$ cat config.mk
export PLATFORM = sky130hd
export DESIGN_NAME = scc_ram
export DESIGN_NICKNAME = d
export VERILOG_FILES = /design/src/rtl/scc_ram.sv
export SDC_FILE = /design/constraint.sdc
export NUM_CORES = 1
export LEC_CHECK = 0
export ABC_AREA = 1
export BUFFER_PORTS_ARGS = -buffer_cell sky130_fd_sc_hd__buf_2
export CAP_MARGIN = 5
export CORE_MARGIN = 2
export CORE_UTILIZATION = 50
export CTS_BUF_LIST = sky130_fd_sc_hd__clkbuf_4 sky130_fd_sc_hd__clkbuf_8
export CTS_CLUSTER_SIZE = 10
export DETAILED_ROUTE_END_ITERATION = 8
export PLACE_DENSITY_LB_ADDON = 0.25
export SYNTH_ARGS = -nofsm -noshare
export SYNTH_HDL_FRONTEND = slang
export SYNTH_SLANG_ARGS = --single-unit
$ cat constraint.sdc
create_clock -name clk_i -period 2 [get_ports clk_i]
set_input_delay 0.6 -clock clk_i [delete_from_list [all_inputs] [get_ports clk_i]]
set_output_delay 0.6 -clock clk_i [all_outputs]
set_load 0.05 [all_outputs]
$ cat src/rtl/scc_ram.sv
module scc_ram #(
  parameter int unsigned Width = 8,
  parameter int unsigned Depth = 16
) (
  input  logic                     clk_i,
  input  logic                     we_i,
  input  logic [$clog2(Depth)-1:0] waddr_i,
  input  logic [Width-1:0]         wdata_i,
  input  logic [$clog2(Depth)-1:0] raddr_i,
  output logic [Width-1:0]         rdata_o
);

  logic [Width-1:0] mem_q [Depth];

  // one write and one registered read per cycle
  always_ff @(posedge clk_i) begin
    if (we_i) begin
      mem_q[waddr_i] <= wdata_i;
    end
    rdata_o <= mem_q[raddr_i];
  end

endmodule

==> metrics.txt, run 1 <==
Reg2Reg Setup Slack 0.97 ns; # diodes 0; worst hold path class in -> reg; Req. time, crit path 1.40 ns; largest net degree at the start of global routing 65; post-CTS setup buffers 0; CTS Hold Bufs 0; Placer Congestion 0.808; detailed-router iteration count before antenna repair 5; first-pass GRT wire length 19500 um; CP Max Fanout 1; crit path launch type flop; initial antenna violation count 0; vias post-DR 3791; Max-slew headroom 52.9%; Final Skew 0.00647 ns; Post-Syn Area 5770 sq um; Avg Cell Area, Syn 10.5 sq um; Worst Hold End rdata_o[1]; IO Count 26; Die X 111 um; RSZ-0062 raised after global routing no; most frequent cells in the layout nand2_1 (173), edfxtp_1 (128), inv_1 (100); CTS Root Cell clkbuf_8; fin crit period 1.69 ns; Syn Nets 569; cells along the critical path buf_2; CTS Sinks 136; final hold violations 0; Pwr Density 944 nW/um^2; post-synthesis register bit count 136; H-tree levels 4; Post-Syn Instances 551; Fmax 0.593 GHz; Initial Utilization 50.9%; die height 111 um; CTS tree yes; register area share after synthesis 69.4%; clock slew seen by the registers of the worst setup and hold paths 0.08 ns; count of final max-slew check failures 0; GRT Total Usage 21.0%; CP peak stage delay 0.38 ns; Netlist cell types 12; setup tns final 0 ns; Clock Latency Late Sink 0.43 ns; crit path buf inv count 1; Critical Setup Path Class reg -> out; Max Buffers Root-to-Sink 2; Congestion Overflow GR 0; Critical Path Start rdata_o[7]; post-cts repair resize count 0; vias in the first global route 3624; CP max stage cell dfxtp_1; status finished clean; crit end category output pin; Arrival @ worst endpoint 1.09 ns; fill count 958; MaxCap Viol Count 0; CTS Buf Count 17; Hold Startpoint raddr_i[3]; PortBufs 25; Pleak 2.87 nW; worst hold slack 0.542 ns; Final setup viols 0; Crit Reg-Reg Startpoint mem_q[7][5]; fin crit share 84.3%; worst r2r dst rdata_o[5]; CP Depth 1; Peak VDD IR 541 uV; Crit path max-delay family flip-flops; area of the core 11300 sq um; vias per inst 5.07; final antenna-violating net count 0; Iteration-0 DRC Markers 279; WL final 12300 um; nets 610; DR DRC count 0; YS warnings 0; layout cells sized above 1 12.9%; Slew @ Worst Pin 0.706 ns; most common cell after layout, fill and taps aside nand2_1; routed len/inst 16.5 um; area grow syn2layout 13.8%; Reg2Reg Depth 6; area of the die 12400 sq um; row count 39; hpwl dp 7470 um; hold path depth 3
-- cell families after synthesis --
family / after synthesis / synth area share [%]
buffers and inverters: 126 / 9.52
AND/OR/NAND/NOR: 289 / 21.0
flip-flops: 136 / 69.4
-- per-layer routing --
| metal | global-route usage [%] | vias up | routed length [um] | share of wire, % |
|---|---|---|---|---|
| met3 | 4.57 | 21 | 786 | 6.4 |
| met5 | 0 | - | 0 | 0 |
| li1 | - | 1853 | - | - |
| met1 | 30.2 | 1787 | 5340 | 43 |
| met2 | 32.0 | 130 | 5950 | 48 |
| met4 | 7.90 | 0 | 250 | 2.0 |
-- worst max-delay path by stage --
stage	to	slack (ns)
floorplan	mem_q[10][0]	0.45
global placement	rdata_o[2]	0.23
detailed placement	rdata_o[2]	0.21
CTS	rdata_o[7]	0.32
global route	rdata_o[7]	0.30
finish	rdata_o[7]	0.31
-- per-stage QoR --
| stage | total power [mW] | instance area, sq um | util, % | std cells | worst slack (ns) |
|---|---|---|---|---|---|
| floorplan | 3.55 | 5770 | - | 551 | 0.449 |
| global placement | 3.72 | 6110 | 54.0 | 716 | 0.226 |
| detailed placement | 3.72 | 6110 | 54.0 | 716 | 0.215 |
| CTS | 6.23 | 6560 | 58.0 | 748 | 0.321 |
| global route | 6.39 | 6560 | 58.0 | 748 | 0.295 |
| finish | 6.19 | 6560 | 58.0 | 748 | 0.314 |
-- final cells by class --
type	instances	area (sq um)	area share, %
Clock inverter	13	200	3.05
Timing Repair Buffer	46	333	5.07
Inverter	102	383	5.84
Multi-Input combinational cell	289	1210	18.5
Sequential cell	136	4000	61.0
Clock buffer	19	249	3.79
Tap cell	143	179	2.73
-- Yosys cell counts --
| library cell | instances | share of area, % |
|---|---|---|
| dfxtp_1 | 8 | 2.8 |
| inv_1 | 100 | 6.5 |
| buf_2 | 13 | 1.1 |
| nor2_1 | 17 | 1.1 |
| nand3_1 | 97 | 8.4 |
| inv_2 | 2 | 0.13 |
| edfxtp_1 | 128 | 67 |
| buf_1 | 1 | 0.065 |
| buf_4 | 4 | 0.52 |
| nand3b_1 | 2 | 0.26 |
| nand2_1 | 173 | 11 |
| buf_6 | 6 | 1.2 |
-- flip-flops by register name, summed over array words and instances (netlist names) --
name	count
mem_q	128
rdata_o	8
-- where the power goes --
| part | switching, mW | total [mW] | internal, mW |
|---|---|---|---|
| Sequential | 0.0207 | 3.20 | 3.18 |
| Clock | 1.03 | 2.53 | 1.51 |
| Combinational | 0.332 | 0.454 | 0.122 |
| Total | 1.38 | 6.19 | 4.81 |
-- worst reg2reg max path, delay by kind of cell (launching register included) --
family / cells / cell delay (ns)
simple gates: 5 / 0.49
flops: 1 / 0.37
buf+inv: 1 / 0.06
Note: power is estimated with default switching activity, not from simulation.
==> run 2: changes to the inputs <==
Clock period 2 ns to 1.8 ns, I/O delays scaled along.
==> run 2 against run 1 <==
Sequential cell count stayed put; via count rose by 1.3%; die area stayed put; critical path depth is the same; global-route usage grew 0.24 points; clock power shrank 20%; clock skew rose by 0.0028 ns; combinational power rose by 13%; worst hold slack worse by 0.075 ns; wire length increased by 0.53%; non-clock buffer count rose by 2; utilization fell by 0.97 points; critical endpoint is now rdata_o[0]; largest power group unchanged.
==> metrics.txt, run 2 (synthesis results as in run 1) <==
fin crit share 88.0%; largest net degree at the start of global routing 65 (unchanged); area of the die 12400 sq um (unchanged); CTS tree yes; crit path launch type flop; setup tns final 0 ns (unchanged); area of the core 11300 sq um (unchanged); placed cell count 718 (+0.28%); Max-slew headroom 74.3% (+21 points); count of final max-slew check failures 0 (unchanged); final hold violations 0 (unchanged); nets 612 (+0.33%); Placer Congestion 0.794 (-1.7%); crit path buf inv count 1 (unchanged); WL final 12400 um (+0.53%); final core utilization 57.0% (-0.97 points); fin crit period 1.58 ns; most frequent cells in the layout nand2_1 (173), edfxtp_1 (128), inv_1 (100); vias post-DR 3842 (+1.3%); Post-Layout Cell Count 749 (+0.13%); CTS Root Cell clkbuf_8; clock slew seen by the registers of the worst setup and hold paths 0.07 ns (about the same); fill count 965 (+0.73%); status finished clean; Biggest register mem_q; MaxCap Viol Count 0 (unchanged); final antenna-violating net count 0 (unchanged); GRT Total Usage 21.3% (+0.24 points); Peak VDD IR 665 uV (+23%); CP peak stage delay 0.34 ns (-0.04 ns); most common cell after layout, fill and taps aside nand2_1; routed len/inst 16.5 um (+0.39%); Slew @ Worst Pin 0.385 ns (-0.321 ns); CTS Sinks 136 (unchanged); Pwr Density 944 nW/um^2 (about the same); crit end category output pin; vias per inst 5.13 (+1.2%); detailed-router iteration count before antenna repair 5 (unchanged); die height 111 um (unchanged); CTS Buf Count 17 (unchanged); area grow syn2layout 11.9%; Arrival @ worst endpoint 1.04 ns (-0.05 ns); Req. time, crit path 1.26 ns (-0.14 ns); # diodes 0 (unchanged); hpwl dp 7480 um (about the same); CP Max Fanout 1 (unchanged); first-pass GRT wire length 19500 um (-0.11%); largest registers mem_q x128, rdata_o x8; Fmax 0.631 GHz; CTS Hold Bufs 0 (unchanged); layout cells sized above 1 12.4% (-0.52 points); Die X 111 um (unchanged); Critical Setup Path Class reg -> out; PortBufs 25 (unchanged); Largest register FFs 128 (unchanged); CP max stage cell dfxtp_1; Initial Utilization 50.9% (unchanged); vias in the first global route 3542 (-2.3%); Final setup viols 0 (unchanged); Clock Latency Late Sink 0.44 ns (about the same); DR DRC count 0 (unchanged); post-CTS setup buffers 0 (unchanged); IO Count 26 (unchanged); Pleak 2.83 nW (-1.4%); Crit path max-delay family flip-flops; RSZ-0062 raised after global routing no; cells along the critical path buf_2; worst hold path class in -> reg; row count 39 (unchanged); initial antenna violation count 0 (unchanged); Iteration-0 DRC Markers 291 (+4.3%); H-tree levels 4 (unchanged); Max Buffers Root-to-Sink 2 (unchanged); post-cts repair resize count 0 (unchanged); Congestion Overflow GR 0 (unchanged); Final Skew 0.00930 ns (+0.00283 ns)
[run 2: cell types whose count changed in the layout (fill, tap and decap cells not counted), sizes merged]
cell | before | now
buf | 46 | 48
bufinv | 5 | 0
clkbuf | 19 | 23
clkinv | 4 | 8
clkinvlp | 2 | 0
inv | 104 | 102
[run 2: worst paths after layout]
kind / from / endpoint / slack, ns / cells past startpoint
max reg2reg: mem_q[7][5] / rdata_o[5] / 0.78 / 6
max: rdata_o[0] / rdata_o[0] / 0.22 / 1
min reg2reg: mem_q[15][4] / rdata_o[4] / 0.67 / 6
min: raddr_i[3] / rdata_o[4] / 0.47 / 3
[run 2: metrics by stage]
| stage | total power, mW | setup WS [ns] | cell area, sq um | hold WS [ns] |
|---|---|---|---|---|
| after floorplan | 3.95 | 0.309 | 5770 | 0.607 |
| after global placement | 4.13 | 0.196 | 6140 | 0.646 |
| after detailed placement | 4.14 | 0.180 | 6140 | 0.659 |
| after CTS | 6.14 | 0.189 | 6450 | 0.442 |
| after global routing | 6.33 | 0.185 | 6450 | 0.469 |
| final | 6.09 | 0.216 | 6450 | 0.467 |
[run 2: per-layer routing]
layer,track usage [%],wire length (um),vias up
met5,0,0,-
met4,10.6,373,0
met3,4.41,819,24
met2,32.7,6000,131
met1,29.2,5200,1831
li1,-,-,1856
[run 2: power by group]
part / switching (mW) / total [mW] / leakage, nW / internal, mW
clock network: 1.02 / 2.02 / 0.167 / 0.999
registers: 0.0184 / 3.56 / 1.22 / 3.54
logic: 0.372 / 0.514 / 1.43 / 0.142
total: 1.41 / 6.09 / 2.83 / 4.68
[run 2: layout make-up]
type | instances | area [sq um] | share of cell area, %
inverters | 102 | 383 | 5.93
well taps | 143 | 179 | 2.77
clock buffers | 23 | 279 | 4.33
flip-flops and latches | 136 | 4000 | 62.1
multi-input cells | 289 | 1210 | 18.8
repair buffers | 48 | 360 | 5.59
clock inverters | 8 | 32.5 | 0.504
[run 2: worst min-delay path, cell delays in order]
cell,delay (ns)
buf_2,0.17
nand3_1,0.10
nand2_1,0.04
